==> src/rtl/dqdm_pkg.sv <==
// Shared types and constants for the deque with delete-after-match.
// No dependencies; every module of the block imports this package.
`timescale 1ns / 1ps

package dqdm_pkg;

    localparam int DATA_W   = 32;
    localparam int KIND_W   = 3;
    localparam int STATUS_W = 3;
    localparam int COUNT_W  = 7;

    // request kinds
    typedef enum logic [KIND_W-1:0] {
        KIND_PUSH_FRONT = 3'd0,
        KIND_PUSH_BACK  = 3'd1,
        KIND_POP_FRONT  = 3'd2,
        KIND_POP_BACK   = 3'd3,
        KIND_DEL_AFTER  = 3'd4,
        KIND_CLEAR      = 3'd5
    } t_kind;

    // result status codes
    typedef enum logic [STATUS_W-1:0] {
        STAT_OK        = 3'd0,
        STAT_EMPTY     = 3'd1,
        STAT_FULL      = 3'd2,
        STAT_NOT_FOUND = 3'd3,
        STAT_NO_SUCC   = 3'd4
    } t_status;

    // operation broadcast to every cell of the row
    typedef enum logic [2:0] {
        CELL_HOLD,
        CELL_PUSH_FRONT,
        CELL_PUSH_BACK,
        CELL_POP_FRONT,
        CELL_POP_BACK,
        CELL_DELETE,
        CELL_CLEAR
    } t_cell_op;

    // control state
    typedef enum logic {
        ST_IDLE,
        ST_EXEC
    } t_state;

    typedef struct packed {
        logic [KIND_W-1:0]        kind;
        logic signed [DATA_W-1:0] value;
    } t_req;

    typedef struct packed {
        logic [STATUS_W-1:0]      status;
        logic signed [DATA_W-1:0] removed_value;
        logic [COUNT_W-1:0]       element_count;
    } t_resp;

    // broadcast control from the sequencer to the cells
    typedef struct packed {
        t_cell_op                 op;
        logic                     capture;
        logic signed [DATA_W-1:0] data;
    } t_cell_ctl;

    // match chain: a match lies in some earlier cell / the left neighbor is the first match
    typedef struct packed {
        logic seen;
        logic first;
    } t_seen;

    // removal chain: value taken out by a cell further left
    typedef struct packed {
        logic                     hit;
        logic signed [DATA_W-1:0] value;
    } t_rem;

endpackage

==> src/rtl/dqdm_cell.sv <==
// One storage cell of the deque row: value, valid bit and key-match flag.
// Depends on dqdm_pkg; instantiated once per entry by the top level.
`timescale 1ns / 1ps

module dqdm_cell
    import dqdm_pkg::*;
(
    input  logic                     i_clk,
    input  logic                     i_rst_n,
    input  t_cell_ctl                i_ctl,
    input  logic signed [DATA_W-1:0] i_left_value,
    input  logic                     i_left_valid,
    input  logic signed [DATA_W-1:0] i_right_value,
    input  logic                     i_right_valid,
    input  t_seen                    i_seen,
    output t_seen                    o_seen,
    input  t_rem                     i_rem,
    output t_rem                     o_rem,
    output logic signed [DATA_W-1:0] o_value,
    output logic                     o_valid
);

    logic signed [DATA_W-1:0] r_value, n_value;
    logic                     r_valid, n_valid;
    logic                     r_match;
    logic                     take;

    // pass the match chain to the right neighbor
    always_comb begin
        o_seen.seen  = i_seen.seen | r_match;
        o_seen.first = r_match & ~i_seen.seen;
    end

    // this cell is the one taken out by pop back or delete-after-match
    always_comb begin
        take = 1'b0;
        if (i_ctl.op == CELL_DELETE) begin
            take = i_seen.first & r_valid;
        end else if (i_ctl.op == CELL_POP_BACK) begin
            take = r_valid & ~i_right_valid;
        end
        if (take) begin
            o_rem.hit   = 1'b1;
            o_rem.value = r_value;
        end else begin
            o_rem = i_rem;
        end
    end

    // next contents for the broadcast operation
    always_comb begin
        n_value = r_value;
        n_valid = r_valid;
        case (i_ctl.op)
            CELL_PUSH_FRONT: begin
                n_value = i_left_value;
                n_valid = i_left_valid;
            end
            CELL_PUSH_BACK: begin
                if (!r_valid && i_left_valid) begin
                    n_value = i_ctl.data;
                    n_valid = 1'b1;
                end
            end
            CELL_POP_FRONT: begin
                n_value = i_right_value;
                n_valid = i_right_valid;
            end
            CELL_POP_BACK: begin
                if (r_valid && !i_right_valid) begin
                    n_valid = 1'b0;
                end
            end
            CELL_DELETE: begin
                if (i_seen.seen) begin
                    n_value = i_right_value;
                    n_valid = i_right_valid;
                end
            end
            CELL_CLEAR: begin
                n_valid = 1'b0;
            end
            default: begin
                n_value = r_value;
                n_valid = r_valid;
            end
        endcase
    end

    // hold valid under reset, payload needs none
    always_ff @(posedge i_clk) begin
        if (!i_rst_n) begin
            r_valid <= 1'b0;
        end else begin
            r_valid <= n_valid;
        end
    end

    // store payload and latch the key compare when a request is taken
    always_ff @(posedge i_clk) begin
        r_value <= n_value;
        if (i_ctl.capture) begin
            r_match <= r_valid && (r_value == i_ctl.data);
        end
    end

    assign o_value = r_value;
    assign o_valid = r_valid;

endmodule
==> config.mk <==
export PLATFORM = sky130hd
export DESIGN_NAME = dqdm_cell
export DESIGN_NICKNAME = d
export VERILOG_FILES = /design/src/rtl/dqdm_pkg.sv /design/src/rtl/dqdm_cell.sv
export SDC_FILE = /design/constraint.sdc
export NUM_CORES = 1
export LEC_CHECK = 0
export BUFFER_PORTS_ARGS = -buffer_cell sky130_fd_sc_hd__buf_2
export CAP_MARGIN = 20
export CORE_UTILIZATION = 35
export DETAILED_ROUTE_END_ITERATION = 10
export PLACE_DENSITY = 0.84
export SETUP_SLACK_MARGIN = 0.1
export SKIP_LAST_GASP = 1
export SLEW_MARGIN = 40
export SYNTH_ARGS = -nofsm -noshare
export SYNTH_HDL_FRONTEND = slang
export SYNTH_SLANG_ARGS = --single-unit
==> constraint.sdc <==
create_clock -name i_clk -period 3.5 [get_ports i_clk]
set_input_delay 0.525 -clock i_clk [delete_from_list [all_inputs] [get_ports i_clk]]
set_output_delay 0.525 -clock i_clk [all_outputs]
set_load 0.02 [all_outputs]
==> results.cfg <==
[pwr]
combPwrFrac_pct = 34.4
p_clk_share_pct = 22.6
swShare_pct = 33.3
seq_power_share_pct = 43.0
p_int_w = 0.000823
p_per_area_mw_per_mm2 = 327
switchingPower_w = 0.000412
p_leak_nw = 1.79
irDropWorstVdd_mv = 0.166

[critical_path]
r2r-end = o_value[12]$_DFFE_PP_
critical_path_class = in -> out
crit_path_max_fanout = 18
crit_required_ps = 2970
reg2reg_slack_ps = 1880
start_kind = primary input
reg2reg_from = o_valid$_SDFFE_PN0P_
r2r_cells = 4
arrival_ps = 2230
cp-end-kind = output port

[drt]
ant_nets = 0
avgViaCountPerCell = 5.01
wl_met1_um = 3380
wl_per_cell_um = 15.8
drt-total-wl_um = 8700
wl_met2_um = 4720
top_layer = met4
first_pass_iters = 4
drtIter0Drc = 96
dr_wl_met3_um = 524
drc = 0
vias = 2752

[grt]
grt.overflow.total = 0
grt_usage_pct = 21.8
grt_max_degree = 33
grt_pass1_wl_um = 12600
first_global_vias = 2658
antenna_found_initial = 0

[cells_and_area]
syn_to_final_growth_pct = 46.5
nNetsFinal = 591
layout_common_cells = buf_2, nor2_1, o22ai_1, edfxtp_1, mux2_4
drive_gt1_share_pct = 56.5
diodes = 0
final_area_mm2 = 0.00377
final_common_cell = buf_2

[run_status]
run_status = complete, no violations

[timing]
report.final.hold_viol_count = 0
relSlewSlack_pct = 49.2
slew_viol_final = 0
period_needed_ps = 2760
finalCritPeriodShare_pct = 78.7
finalSetupTns_ps = 0
max_freq_mhz = 363
rsz0062_at_grt = false
worst_clock_skew_ps = 4.98
setup_ws_ps = 744
finalSetupViolations = 0
worstMarginPinSlew_ps = 762

[clock_tree]
cts.clk_slew.worst_paths_ps = 70
numCtsBuffers = 5
post_cts_resized = 0
cts_hold_buf = 0
post-cts-setup-buffers = 0
cts_tree = built
cts-htree-levels = 2
cts.sinks = 34
insertion_delay_ps = 280
ctsRootBufferMaster = clkbuf_8
clk_path_buf_depth = 2

[yosys]
syn_inst = 250
synth-seq-area-share_pct = 39.2
yosysWarnings = 0
synth.distinct_cells = 35
synth_area_mm2 = 0.00258
syn_avg_cell_area_um2 = 10.3
syn_nets = 389
synth-seq-cells = 34

[floorplan]
dieWidth_um = 87.8
initial_utilization_pct = 37.1
dieArea_mm2 = 0.00771
io_pins = 207
row_count = 30
die_h_um = 87.8
coreArea_mm2 = 0.00694

[min_path]
hp-start = i_ctl[32]
min-delay-path-class = in -> reg
holdPathStages = 1
min_to = r_match$_DFFE_PP_

[flow_run]
cap_viol_max_count = 0

[place]
pre_cts_ws_ps = 723
dpl_cell_area_mm2 = 0.00369
dp_hpwl_um = 7050
io_buffers = 206
gp_congestion = 0.834
per-stage QoR:
stage	std cells	hold WS, ps	power, W	util, %
3_5_place_dp	541	640	0.000966	53.2
2_1_floorplan	250	637	0.000774	-
5_1_grt	549	421	0.00131	54.3
3_3_place_gp	540	651	0.000946	52.8
6_report	549	436	0.00124	54.3
4_1_cts	549	430	0.00125	54.3
worst max-delay path, stage by stage:
cell and delay [ps]:
buf_2 150, nor2b_4 200, and3_2 580, buf_12 260
mux2_2 340, buf_2 150
flip-flops by register name, indices dropped and copies added, names as in the netlist:
signal   cells
o_valid      1
r_match      1
o_value     32
Yosys cell counts, drive strengths merged:
cell type	count	share of area, %
buf	15	4.3
nand2	2	0.29
or3b	1	0.34
o22ai	33	8.0
o31ai	1	0.29
a21o	1	0.29
nand3	2	0.39
clkbuf	1	0.15
or2	2	0.49
nor3	1	0.19
xor2	28	9.5
inv	2	0.29
nor4	7	1.7
edfxtp	33	38
mux2	32	18
nand2b	1	0.24
nand4	1	0.24
o2111ai	2	0.68
o311a	1	0.39
o21bai	1	0.29
xnor2	2	0.68
nor2	66	9.6
nor2b	6	1.7
and3	1	0.24
a221oi	1	0.34
and3b	1	0.34
dfxtp	1	0.78
o21ai	4	0.92
o2bb2ai	1	0.58
cells by family (layout without fill, tap and decap cells):
| group | Yosys count | count (layout) | synth area share, % |
|---|---|---|---|
| and+or+nand+nor | 91 | 91 | 15.8 |
| AOI/OAI and AO/OA | 45 | 45 | 11.8 |
| DFF | 34 | 34 | 39.2 |
| muxes | 32 | 32 | 18.2 |
| xor gates and xnor gates | 30 | 30 | 10.2 |
| buffers and inverters | 18 | 221 | 4.71 |
how the worst max path moves through the flow:
stage                           endpoint  startpoint  slack [ps]  cells past startpoint
floorplan           o_value[0]$_DFFE_PP_   i_ctl[34]         610                      5
global placement                o_rem[1]   i_ctl[35]         800                      6
detailed placement              o_rem[1]   i_ctl[35]         720                      6
CTS                             o_rem[1]   i_ctl[35]         720                      6
global route                    o_rem[1]   i_ctl[35]         680                      6
finish                          o_rem[1]   i_ctl[35]         740                      6
layout make-up:
type | count | area [um^2]
Fill cell | 657 | 3170
Timing Repair Buffer | 211 | 1100
Multi-Input combinational cell | 198 | 1450
Inverter | 2 | 7.51
Sequential cell | 34 | 1010
Tap cell | 96 | 120
Clock inverter | 2 | 8.76
Clock buffer | 6 | 72.6
power by group through the flow:
stage                     sequential, W  clock (W)  combinational [W]
after floorplan                0.000577          0           0.000197
after global placement         0.000538          0           0.000409
after detailed placement       0.000540          0           0.000426
after CTS                      0.000531   0.000292           0.000429
after global routing           0.000535   0.000312           0.000461
final                          0.000531   0.000279           0.000425
layer usage:
metal | vias up | track usage [%]
li1 | 1316 | -
met1 | 1293 | 24.1
met2 | 135 | 43.3
met3 | 8 | 3.49
met4 | 0 | 4.77
met5 | - | 0
No activity file was read; power rests on OpenSTA's default activity.
